===== src/hw/rtl/lr_pkg.sv =====
// Shared types and constants for the line rasterizer.
// No dependencies; compile first.
`default_nettype none

package lr_pkg;

  localparam int DIM_BITS      = 11;
  localparam int COLOR_BITS    = 32;
  localparam int CFG_ADDR_BITS = 2;

  typedef logic [DIM_BITS-1:0]      dim_t;
  typedef logic [COLOR_BITS-1:0]    color_t;
  typedef logic [CFG_ADDR_BITS-1:0] cfg_addr_t;

  // Request kinds carried on the action field.
  localparam logic ACT_LOAD = 1'b0;
  localparam logic ACT_STEP = 1'b1;

  // Configuration register indexes.
  localparam cfg_addr_t REG_SCREEN_WIDTH  = 2'd0;
  localparam cfg_addr_t REG_SCREEN_HEIGHT = 2'd1;

  localparam dim_t SCREEN_WIDTH_RST  = 11'd640;
  localparam dim_t SCREEN_HEIGHT_RST = 11'd480;

endpackage

`default_nettype wire


===== src/hw/rtl/lr_channels.sv =====
// Valid/ready channel interfaces for the line rasterizer: request in, pixel out.
// Depends on lr_pkg.
`default_nettype none

interface lr_in_if #(
  parameter int COORD_BITS = 12
);
  import lr_pkg::*;

  logic                         valid;
  logic                         ready;
  logic                         action;
  logic signed [COORD_BITS-1:0] start_x;
  logic signed [COORD_BITS-1:0] start_y;
  logic signed [COORD_BITS-1:0] end_x;
  logic signed [COORD_BITS-1:0] end_y;
  color_t                       pixel_color;

  modport source (
    output valid, action, start_x, start_y, end_x, end_y, pixel_color,
    input  ready
  );
  modport sink (
    input  valid, action, start_x, start_y, end_x, end_y, pixel_color,
    output ready
  );
endinterface

interface lr_out_if #(
  parameter int COORD_BITS = 12
);
  import lr_pkg::*;

  logic                         valid;
  logic                         ready;
  logic signed [COORD_BITS-1:0] pixel_x;
  logic signed [COORD_BITS-1:0] pixel_y;
  color_t                       color_out;
  logic                         in_window;
  logic                         last_pixel;

  modport source (
    output valid, pixel_x, pixel_y, color_out, in_window, last_pixel,
    input  ready
  );
  modport sink (
    input  valid, pixel_x, pixel_y, color_out, in_window, last_pixel,
    output ready
  );
endinterface

`default_nettype wire


===== src/hw/rtl/line_rasterizer_top.sv =====
// Bresenham line rasterizer: line setup on load requests, one pixel per step request while a line is active.
// Depends on lr_pkg and the lr_in_if / lr_out_if channel interfaces.
// A step request is held in the input register, then its pixel in the result register that drives the out channel.
// Throughput: one request per cycle unless a step stalls; the decision-term add and compare are combinational.
// A load request gives no pixel and is retired in the cycle after its acceptance.
// Reset (rst_n low, synchronous): both channels empty, no line active, window 640 x 480.
`default_nettype none

module line_rasterizer_top #(
  parameter int COORD_BITS = 12
) (
  input  wire logic                         clk,
  input  wire logic                         rst_n,
  lr_in_if.sink                             in_req,
  lr_out_if.source                          out_res,
  input  wire logic                         cfg_we,
  input  wire lr_pkg::cfg_addr_t            cfg_addr,
  input  wire lr_pkg::dim_t                 cfg_wdata
);
  import lr_pkg::*;

  localparam int CW    = COORD_BITS;
  localparam int DW    = COORD_BITS + 2;
  // Width for the window compare: the magnitude bits of a coordinate or a dimension.
  localparam int CMP_W = (CW - 1 > DIM_BITS) ? CW - 1 : DIM_BITS;

  localparam logic signed [CW-1:0] ONE = CW'(1);

  typedef logic signed [CW-1:0]   coord_t;
  typedef logic signed [CW:0]     delta_t;
  typedef logic signed [DW-1:0]   dterm_t;

  // ---------------------------------------------------------------------------
  // Window configuration. The user must write only while the block is idle; the block itself does not enforce this.
  // ---------------------------------------------------------------------------
  dim_t screen_width_r, screen_height_r;

  always_ff @(posedge clk) begin
    if (!rst_n) begin
      screen_width_r  <= SCREEN_WIDTH_RST;
      screen_height_r <= SCREEN_HEIGHT_RST;
    end else if (cfg_we) begin
      unique case (cfg_addr)
        REG_SCREEN_WIDTH:  screen_width_r  <= cfg_wdata;
        REG_SCREEN_HEIGHT: screen_height_r <= cfg_wdata;
        default: ;  // drop writes to unmapped indexes
      endcase
    end
  end

  // ---------------------------------------------------------------------------
  // Input register: hold one request until the processing stage takes it.
  // ---------------------------------------------------------------------------
  logic   req_valid_r;
  logic   req_action_r;
  coord_t req_ax_r, req_ay_r, req_bx_r, req_by_r;
  color_t req_color_r;

  logic   req_fire;   // processing stage consumes the held request
  logic   emit;       // the held request produces a pixel

  assign in_req.ready = !req_valid_r || req_fire;

  always_ff @(posedge clk) begin
    if (!rst_n) begin
      req_valid_r <= 1'b0;
    end else if (in_req.ready) begin
      req_valid_r <= in_req.valid;
    end
  end

  always_ff @(posedge clk) begin
    if (in_req.valid && in_req.ready) begin
      req_action_r <= in_req.action;
      req_ax_r     <= in_req.start_x;
      req_ay_r     <= in_req.start_y;
      req_bx_r     <= in_req.end_x;
      req_by_r     <= in_req.end_y;
      req_color_r  <= in_req.pixel_color;
    end
  end

  // ---------------------------------------------------------------------------
  // Line state.
  // ---------------------------------------------------------------------------
  logic   line_active_r,  line_active_nxt;
  logic   axes_swapped_r, axes_swapped_nxt;
  logic   minor_down_r,   minor_down_nxt;
  coord_t major_pos_r,    major_pos_nxt;
  coord_t minor_pos_r,    minor_pos_nxt;
  coord_t major_end_r,    major_end_nxt;
  dterm_t decision_r,     decision_nxt;
  dterm_t keep_inc_r,     keep_inc_nxt;
  dterm_t step_inc_r,     step_inc_nxt;
  color_t line_color_r,   line_color_nxt;

  logic   out_valid_r;

  // A load never waits on the output; a step waits for a free result register.
  assign req_fire = req_valid_r &&
                    (req_action_r == ACT_LOAD || !out_valid_r || out_res.ready);
  assign emit     = req_fire && req_action_r == ACT_STEP && line_active_r;

  // ---------------------------------------------------------------------------
  // Load setup: swap axes for steep lines, order endpoints along the major axis.
  // ---------------------------------------------------------------------------
  delta_t dx_raw, dy_raw, adx, ady, dmaj, dmin;
  logic   steep, reorder;
  coord_t p0, p1, q0, q1;
  coord_t maj_start, maj_stop, min_start, min_stop;

  always_comb begin
    dx_raw = delta_t'(req_bx_r) - delta_t'(req_ax_r);
    dy_raw = delta_t'(req_by_r) - delta_t'(req_ay_r);
    adx    = dx_raw[CW] ? -dx_raw : dx_raw;
    ady    = dy_raw[CW] ? -dy_raw : dy_raw;
    steep  = ady > adx;

    p0 = steep ? req_ay_r : req_ax_r;
    q0 = steep ? req_ax_r : req_ay_r;
    p1 = steep ? req_by_r : req_bx_r;
    q1 = steep ? req_bx_r : req_by_r;

    reorder   = p0 > p1;
    maj_start = reorder ? p1 : p0;
    maj_stop  = reorder ? p0 : p1;
    min_start = reorder ? q1 : q0;
    min_stop  = reorder ? q0 : q1;

    // Major and minor extents are the absolute deltas, picked by steepness.
    dmaj = steep ? ady : adx;
    dmin = steep ? adx : ady;
  end

  // ---------------------------------------------------------------------------
  // Step: current pixel, window test, and decision-term advance.
  // ---------------------------------------------------------------------------
  coord_t scr_x, scr_y;
  logic   in_win, last;

  always_comb begin
    scr_x  = axes_swapped_r ? minor_pos_r : major_pos_r;
    scr_y  = axes_swapped_r ? major_pos_r : minor_pos_r;
    in_win = !scr_x[CW-1] && (CMP_W'(scr_x[CW-2:0]) < CMP_W'(screen_width_r)) &&
             !scr_y[CW-1] && (CMP_W'(scr_y[CW-2:0]) < CMP_W'(screen_height_r));
    last   = major_pos_r >= major_end_r;
  end

  always_comb begin
    line_active_nxt  = line_active_r;
    axes_swapped_nxt = axes_swapped_r;
    minor_down_nxt   = minor_down_r;
    major_pos_nxt    = major_pos_r;
    minor_pos_nxt    = minor_pos_r;
    major_end_nxt    = major_end_r;
    decision_nxt     = decision_r;
    keep_inc_nxt     = keep_inc_r;
    step_inc_nxt     = step_inc_r;
    line_color_nxt   = line_color_r;

    if (req_fire && req_action_r == ACT_LOAD) begin
      // Replace any line in flight.
      line_active_nxt  = 1'b1;
      axes_swapped_nxt = steep;
      minor_down_nxt   = min_start > min_stop;
      major_pos_nxt    = maj_start;
      minor_pos_nxt    = min_start;
      major_end_nxt    = maj_stop;
      keep_inc_nxt     = dterm_t'(dmin) <<< 1;
      step_inc_nxt     = (dterm_t'(dmin) - dterm_t'(dmaj)) <<< 1;
      decision_nxt     = (dterm_t'(dmin) <<< 1) - dterm_t'(dmaj);
      line_color_nxt   = req_color_r;
    end else if (emit) begin
      if (last) begin
        line_active_nxt = 1'b0;
      end else begin
        major_pos_nxt = major_pos_r + ONE;
        if (!decision_r[DW-1]) begin
          decision_nxt  = decision_r + step_inc_r;
          minor_pos_nxt = minor_down_r ? minor_pos_r - ONE : minor_pos_r + ONE;
        end else begin
          decision_nxt  = decision_r + keep_inc_r;
        end
      end
    end
  end

  always_ff @(posedge clk) begin
    if (!rst_n) begin
      line_active_r <= 1'b0;
    end else begin
      line_active_r <= line_active_nxt;
    end
  end

  always_ff @(posedge clk) begin
    axes_swapped_r <= axes_swapped_nxt;
    minor_down_r   <= minor_down_nxt;
    major_pos_r    <= major_pos_nxt;
    minor_pos_r    <= minor_pos_nxt;
    major_end_r    <= major_end_nxt;
    decision_r     <= decision_nxt;
    keep_inc_r     <= keep_inc_nxt;
    step_inc_r     <= step_inc_nxt;
    line_color_r   <= line_color_nxt;
  end

  // ---------------------------------------------------------------------------
  // Result register: hold the pixel until the sink takes it.
  // ---------------------------------------------------------------------------
  coord_t pix_x_r, pix_y_r;
  color_t pix_color_r;
  logic   pix_inside_r, pix_last_r;

  always_ff @(posedge clk) begin
    if (!rst_n) begin
      out_valid_r <= 1'b0;
    end else if (emit) begin
      out_valid_r <= 1'b1;
    end else if (out_res.ready) begin
      out_valid_r <= 1'b0;
    end
  end

  always_ff @(posedge clk) begin
    if (emit) begin
      pix_x_r      <= scr_x;
      pix_y_r      <= scr_y;
      pix_color_r  <= line_color_r;
      pix_inside_r <= in_win;
      pix_last_r   <= last;
    end
  end

  assign out_res.valid      = out_valid_r;
  assign out_res.pixel_x    = pix_x_r;
  assign out_res.pixel_y    = pix_y_r;
  assign out_res.color_out  = pix_color_r;
  assign out_res.in_window  = pix_inside_r;
  assign out_res.last_pixel = pix_last_r;

endmodule

`default_nettype wire

===== src/flat_wrapper.sv =====
// flat-port wrapper written by rule: the top's interface ports become plain ports
module line_rasterizer_top_flat import lr_pkg::*;
#(
  parameter int COORD_BITS = 12
)
  (clk, rst_n, cfg_we, cfg_addr, cfg_wdata, in_req_valid, in_req_action, in_req_start_x, in_req_start_y, in_req_end_x, in_req_end_y, in_req_pixel_color, in_req_ready, out_res_valid, out_res_pixel_x, out_res_pixel_y, out_res_color_out, out_res_in_window, out_res_last_pixel, out_res_ready);
  lr_in_if #(.COORD_BITS(COORD_BITS)) in_req_i ();
  lr_out_if #(.COORD_BITS(COORD_BITS)) out_res_i ();
  input  wire logic clk;
  input  wire logic rst_n;
  input  wire logic cfg_we;
  input  wire lr_pkg::cfg_addr_t cfg_addr;
  input  wire lr_pkg::dim_t cfg_wdata;
  input wire logic [$bits(in_req_i.valid)-1:0] in_req_valid;
  input wire logic [$bits(in_req_i.action)-1:0] in_req_action;
  input wire logic [$bits(in_req_i.start_x)-1:0] in_req_start_x;
  input wire logic [$bits(in_req_i.start_y)-1:0] in_req_start_y;
  input wire logic [$bits(in_req_i.end_x)-1:0] in_req_end_x;
  input wire logic [$bits(in_req_i.end_y)-1:0] in_req_end_y;
  input wire logic [$bits(in_req_i.pixel_color)-1:0] in_req_pixel_color;
  output wire logic [$bits(in_req_i.ready)-1:0] in_req_ready;
  output wire logic [$bits(out_res_i.valid)-1:0] out_res_valid;
  output wire logic [$bits(out_res_i.pixel_x)-1:0] out_res_pixel_x;
  output wire logic [$bits(out_res_i.pixel_y)-1:0] out_res_pixel_y;
  output wire logic [$bits(out_res_i.color_out)-1:0] out_res_color_out;
  output wire logic [$bits(out_res_i.in_window)-1:0] out_res_in_window;
  output wire logic [$bits(out_res_i.last_pixel)-1:0] out_res_last_pixel;
  input wire logic [$bits(out_res_i.ready)-1:0] out_res_ready;
  assign in_req_i.valid = in_req_valid;
  assign in_req_i.action = in_req_action;
  assign in_req_i.start_x = in_req_start_x;
  assign in_req_i.start_y = in_req_start_y;
  assign in_req_i.end_x = in_req_end_x;
  assign in_req_i.end_y = in_req_end_y;
  assign in_req_i.pixel_color = in_req_pixel_color;
  assign in_req_ready = in_req_i.ready;
  assign out_res_valid = out_res_i.valid;
  assign out_res_pixel_x = out_res_i.pixel_x;
  assign out_res_pixel_y = out_res_i.pixel_y;
  assign out_res_color_out = out_res_i.color_out;
  assign out_res_in_window = out_res_i.in_window;
  assign out_res_last_pixel = out_res_i.last_pixel;
  assign out_res_i.ready = out_res_ready;
  line_rasterizer_top #(.COORD_BITS(COORD_BITS)) u_core (.clk(clk), .rst_n(rst_n), .in_req(in_req_i), .out_res(out_res_i), .cfg_we(cfg_we), .cfg_addr(cfg_addr), .cfg_wdata(cfg_wdata));
endmodule

===== config.mk =====
export PLATFORM = sky130hd
export DESIGN_NAME = line_rasterizer_top_flat
export DESIGN_NICKNAME = d
export VERILOG_FILES = /design/src/hw/rtl/lr_pkg.sv /design/src/hw/rtl/lr_channels.sv /design/src/hw/rtl/line_rasterizer_top.sv /design/src/flat_wrapper.sv
export SDC_FILE = /design/constraint.sdc
export NUM_CORES = 1
export LEC_CHECK = 0
export BUFFER_PORTS_ARGS = -buffer_cell sky130_fd_sc_hd__buf_4
export CORE_MARGIN = 2
export CORE_UTILIZATION = 30
export CTS_CLUSTER_DIAMETER = 80
export DETAILED_ROUTE_END_ITERATION = 10
export GPL_ROUTABILITY_DRIVEN = 0
export SYNTH_ARGS = -nofsm -noshare
export SYNTH_HDL_FRONTEND = slang
export SYNTH_SLANG_ARGS = --single-unit

===== constraint.sdc =====
create_clock -name clk -period 11.56 [get_ports clk]
set_clock_uncertainty 0.05 [all_clocks]
set_input_delay 0 -clock clk [delete_from_list [all_inputs] [get_ports clk]]
set_output_delay 0 -clock clk [all_outputs]
set_load 0.01 [all_outputs]

== After elaboration in Yosys (flattened, before gate mapping) ==
Cells that the tools add are included.
Storage, ports and cells
  register bits after elaboration: 274
  bits of input ports: 99
  output and inout port bits: 60
  word-level logic and storage cells: 101
Cells by class
  add/sub/neg operators: 11
  $lt $le $gt $ge: 6
  equal/unequal tests: 3
  multiplexer cells: 31
  bitwise logic cells: 1
  reduce and logical (&&, ||, !) cells: 24
Operator list (number)
  $mux W12: 18
  $mux W14: 4
  $mux W13: 4
  $add A14 B14 Y14: 2
  $neg A13 Y13: 2
  $sub A12 B12 Y13: 2
  $add A12 B2 Y12 const B: 2
  $gt A12 B12 Y1: 2
  $lt A11 B11 Y1: 2
  $sub A14 B13 Y14: 1
  $gt A13 B13 Y1: 1
  $sub A13 B13 Y13: 1
  $ge A12 B12 Y1: 1
  $sub A12 B2 Y12 const B: 1
  $logic_and A1 B1 Y1: 8
  $reduce_and A2 Y1: 4
  $reduce_bool A2 Y1: 3
  $mux W1: 5
  $logic_not A1 Y1: 4
  $ne A2 B2 Y1 const B: 2
  $logic_or A1 B1 Y1: 3
  $reduce_and A3 Y1: 1
  $eq A2 B1 Y1 const B: 1
  $logic_not A2 Y1: 1
  $not A1 Y1: 1

== Longest topological paths before layout ==
  depth after elaboration: 8
  mapped depth: 51
  mapped depth without buffers: 46

== Least setup slack after synthesis ==
Ideal clock, no wire load.
  path type: reg-to-reg
  from: reg u_core.req_bx_r[0]
  to: reg u_core.minor_down_r, data pin
  library setup time: 0.272 ns
  arrival: 10.034 ns
  data required time: 11.238 ns
  setup slack: 1.204 ns
  stages on the path, launching flop included: 48
  path buffers: 7
  period minus slack after synthesis: 10.356 ns
  path through: edfxtp_1 inv_1 ha_1 fa_1 nor2b_4 o21a_1 or4_4 a21o_1 or4_4 o21ai_0 xor2_1 ha_1 clkbuf_1 a21oi_1 o21ai_0 a221oi_1 a21o_1 clkbuf_1 (+12 left out) buf_2 clkbuf_1 clkbuf_1 o211ai_1 o21ai_0 ha_1 nor2b_1 o21a_1 o21a_1 o21a_1 o21a_1 o21a_1 o21a_1 o21a_1 o21a_1 o21a_1 o311ai_0 o21ai_0
On the way
  word-level cells in the longest chain between the ends: 8
  elaborated cells on any way between the ends: 12
  those cells by class: add/sub: 2; order compare: 3; mux: 7
Ends and longest elaborated chain
  start: declaration: RTL line line_rasterizer_top.sv:56  | coord_t req_ax_r, req_ay_r, req_bx_r, req_by_r;
  start signal: assignment: RTL line line_rasterizer_top.sv:77  | req_bx_r <= in_req.end_x;
  $sub A12 B12 Y13: RTL line line_rasterizer_top.sv:113  | dx_raw = delta_t'(req_bx_r) - delta_t'(req_ax_r);
  $neg A13 Y13: RTL line line_rasterizer_top.sv:115  | adx = dx_raw[CW] ? -dx_raw : dx_raw;
  $mux W13: RTL line line_rasterizer_top.sv:115
  $gt A13 B13 Y1: RTL line line_rasterizer_top.sv:117  | steep = ady > adx;
  $mux W12 (on tied branches): RTL line line_rasterizer_top.sv:119, line_rasterizer_top.sv:121
  $gt A12 B12 Y1: RTL line line_rasterizer_top.sv:124  | reorder = p0 > p1;
  $mux W12 (on tied branches): RTL line line_rasterizer_top.sv:127, line_rasterizer_top.sv:128
  $gt A12 B12 Y1 *: RTL line line_rasterizer_top.sv:165  | minor_down_nxt = min_start > min_stop;
  end signal: assignment: RTL line line_rasterizer_top.sv:198  | minor_down_r <= minor_down_nxt;
  end: declaration: RTL line line_rasterizer_top.sv:88  | logic minor_down_r, minor_down_nxt;
Mark *: on every way between the ends. The rest lies on a longest branch, timed or not.
A chain may end at the register's enable or synchronous reset.

== Worst setup path in the final report ==
  from: reg u_core.req_by_r[3]
  to: reg u_core.minor_down_r, data pin
On the way
  word-level cells in the longest chain between the ends: 8
  elaborated cells on any way between the ends: 12
  those cells by class: add/sub: 2; order compare: 3; mux: 7
Ends and longest elaborated chain
  start: declaration: RTL line line_rasterizer_top.sv:56
  start signal: assignment: RTL line line_rasterizer_top.sv:78  | req_by_r <= in_req.end_y;
  $sub A12 B12 Y13: RTL line line_rasterizer_top.sv:114  | dy_raw = delta_t'(req_by_r) - delta_t'(req_ay_r);
  $neg A13 Y13: RTL line line_rasterizer_top.sv:116  | ady = dy_raw[CW] ? -dy_raw : dy_raw;
  $mux W13: RTL line line_rasterizer_top.sv:116
  $gt A13 B13 Y1: RTL line line_rasterizer_top.sv:117
  $mux W12 (on tied branches): RTL line line_rasterizer_top.sv:119, line_rasterizer_top.sv:121
  $gt A12 B12 Y1: RTL line line_rasterizer_top.sv:124
  $mux W12 (on tied branches): RTL line line_rasterizer_top.sv:127, line_rasterizer_top.sv:128
  $gt A12 B12 Y1 *: RTL line line_rasterizer_top.sv:165
Marks and branches as above.

==> results.cfg <==
[status]
status = complete, no violations

[clocking]
post-cts-setup-buffer-count = 0
htreeDepth = 1
cts_tree = yes
numCtsBuffers = 29
cts_max_path_buffers = 3
clk_pin_slew_ps = 70
cts_resized = 0
cts_root_buffer = clkbuf_16
cts.sinks = 273
clk_latency_ps = 600
cts_hold_buf = 107

[detailed_routing]
wire_per_inst_um = 17.6
detail_route.first_pass.iterations = 5
drtIter0Drc = 896
ant_nets = 0
via_per_inst = 4.98
drc = 0
routed_wl_um = 44300
vias = 12500

[placed_design]
dp_hpwl_um = 33100
numPortBuffers = 158
placed_area_um2 = 18500
place_inst = 2353

[sta]
slew_headroom_pct = 30.9
worst_pin_slew_ps = 1040
final_hold_viol_count = 0
tns_ps = 0
fin_crit_sh_pct = 93.3
maxSlewViolCount = 0
setup_viol = 0
rsz0062_at_grt = false
fin_crit_ps = 10790
clock.fmax_mhz = 92.7

[final_layout]
nNetsFinal = 2022
final_core_util_pct = 37.5
syn_to_final_growth_pct = 24.4
n_fill_cell = 5225
drive_gt1_share_pct = 16.1
layout.cells.non_filler = 2515
fin_area_um2 = 20500

[worst_hold_path]
min_path_type = in2reg

[global_routing]
grt_use_total_pct = 15.1
grt-ovfl-total = 0
grt_antenna_before_repair = 1
grt_max_degree = 80
grt_pass1_wl_um = 67800
grt_pass1_vias = 12000

[synth]
synth_seq_cells = 273
syn_avg_cell_area_um2 = 10.8
syn_area_um2 = 16500
synthFlopType = edfxtp_1
seq_area_frac_synth_pct = 48.1
yosysWarnings = 0
synth_edf_count = 248
synth_nets = 1766
syn_inst = 1531
async_reset_ff_share_pct = 0
synth.distinct_cells = 73

[die]
die_h_um = 239
ios = 159
die_width_um = 239
die-area_um2 = 57000
design.core.area_um2 = 54800
rows = 86
initial_core_util_pct = 30.2

[worst_setup_path]
crit_buf_inv = 3
slowest_delay_ps = 800
crit_required_ps = 11840
slowest_stage = a2111oi_0
worstSetupStartpointType = flop
crit_type = reg2reg
path_delay_family = compound AO/OA/AOI/OAI gates
crit_top_cell = o21a_1
arrival_ps = 11070
cp_max_fo = 42
cp-end-kind = flop

[job]
max_cap_viol_count = 0
==> registers in the layout, summed over array words and instances (netlist names), 12 cells and up <==
register	count
u_core.decision_r	13
u_core.out_res.pixel_y	12
u_core.minor_pos_r	12
u_core.req_ay_r	12
u_core.req_bx_r	12
u_core.req_color_r	32
u_core.line_color_r	32
u_core.keep_inc_r	13
u_core.major_pos_r	12
u_core.out_res.pixel_x	12
u_core.major_end_r	12
u_core.req_ax_r	12
u_core.req_by_r	12
u_core.out_res.color_out	32
u_core.step_inc_r	13
==> cell usage in the layout, fill, tap and decap left out, types with 11 or more instances in the layout <==
cell / instances
edfxtp_1: 248
buf_4: 171
ha_1: 131
nand2_1: 127
inv_1: 113
dlygate4sd3_1: 107
a21oi_1: 100
nor2_1: 97
o21ai_0: 81
mux2i_1: 80
xnor2_1: 50
mux2_2: 43
nand3_1: 37
xor2_1: 32
o21a_1: 31
clkbuf_16: 29
a21o_1: 27
a21boi_0: 26
dfxtp_1: 25
nor3_1: 18
nand2b_1: 15
nor2b_1: 14
and3_1: 14
o211ai_1: 14
clkinv_1: 11
==> final timing paths <==
kind	from	end	slack, ps	depth (start not counted)
setup / recovery	u_core.req_by_r[3]	u_core.minor_down_r	770	42
setup reg to reg	u_core.req_by_r[3]	u_core.minor_down_r	770	42
hold / removal	cfg_we	u_core.screen_height_r[3]	10	4
hold reg to reg	u_core.req_color_r[15]	u_core.line_color_r[15]	350	0
==> cells in the mapped netlist, drive strengths merged, types with 3 or more instances <==
cell,count,area share (%)
a2111oi,6,0.51
a211oi,7,0.32
a21boi,28,1.3
a21o,28,1.3
a21oi,102,3.1
a221oi,3,0.16
a31oi,10,0.38
and2,11,0.42
and3,15,0.60
buf,15,0.39
clkbuf,38,0.86
dfxtp,25,3.0
edfxtp,248,45
fa,5,0.61
ha,131,9.9
inv,116,2.6
mux2,43,2.9
mux2i,80,4.8
nand2,127,2.9
nand2b,16,0.61
nand3,37,1.1
nand4,10,0.38
nor2,97,2.2
nor2b,15,0.61
nor3,18,0.55
nor3b,3,0.14
nor4,5,0.19
o2111ai,4,0.21
o211ai,14,0.64
o21a,31,1.4
o21ai,86,2.6
o21bai,7,0.32
o311ai,3,0.16
o31a,4,0.21
o31ai,10,0.54
or2,8,0.30
or3,10,0.38
xnor2,50,2.7
xor2,32,1.7
==> final cells by class <==
type / count / area, um^2 / area share, %
multi-input combinational: 1089 / 7960 / 38.7
sequential: 273 / 7950 / 38.7
timing repair buffer: 278 / 2350 / 11.5
tap: 704 / 881 / 4.29
clock buffer: 29 / 726 / 3.53
inverter: 116 / 437 / 2.13
clock inverter: 25 / 239 / 1.16
antenna: 1 / 2.50 / 0.0122
==> routing by layer <==
metal  track usage, %  vias to the layer above  routed length [um]
li1                 -                     6119                   -
met1             21.1                     5932               20000
met2             23.5                      406               19600
met3             3.86                       64                3730
met4             3.58                        0                1030
met5                0                        -                   0
==> per-stage QoR <==
step                      hold WS (ps)  worst slack [ps]
after floorplan                   48.9              1200
after global placement             128              1150
after detailed placement           129               943
after CTS                         14.4               897
after global routing              58.0              72.5
final                             11.9               771
==> tightest hold or removal path, cell delays in order <==
cell and delay, ps:
buf_4 90, nand3b_1 280, nand2_1 150, a21boi_0 60
==> cells by family (layout without fill, tap and decap cells) <==
logic type,count (synthesis),count (layout),synth area share (%)
simple gates,385,385,11.1
compound gates,363,363,14.2
flops,273,273,48.1
buf+inv,169,448,3.89
fa+ha+maj,136,136,10.5
mux,123,123,7.78
xor+xnor,82,82,4.35
other cells,0,1,0
Power is not shown: default switching activity piles up to over one toggle a cycle in this logic, so the estimate is an artifact.
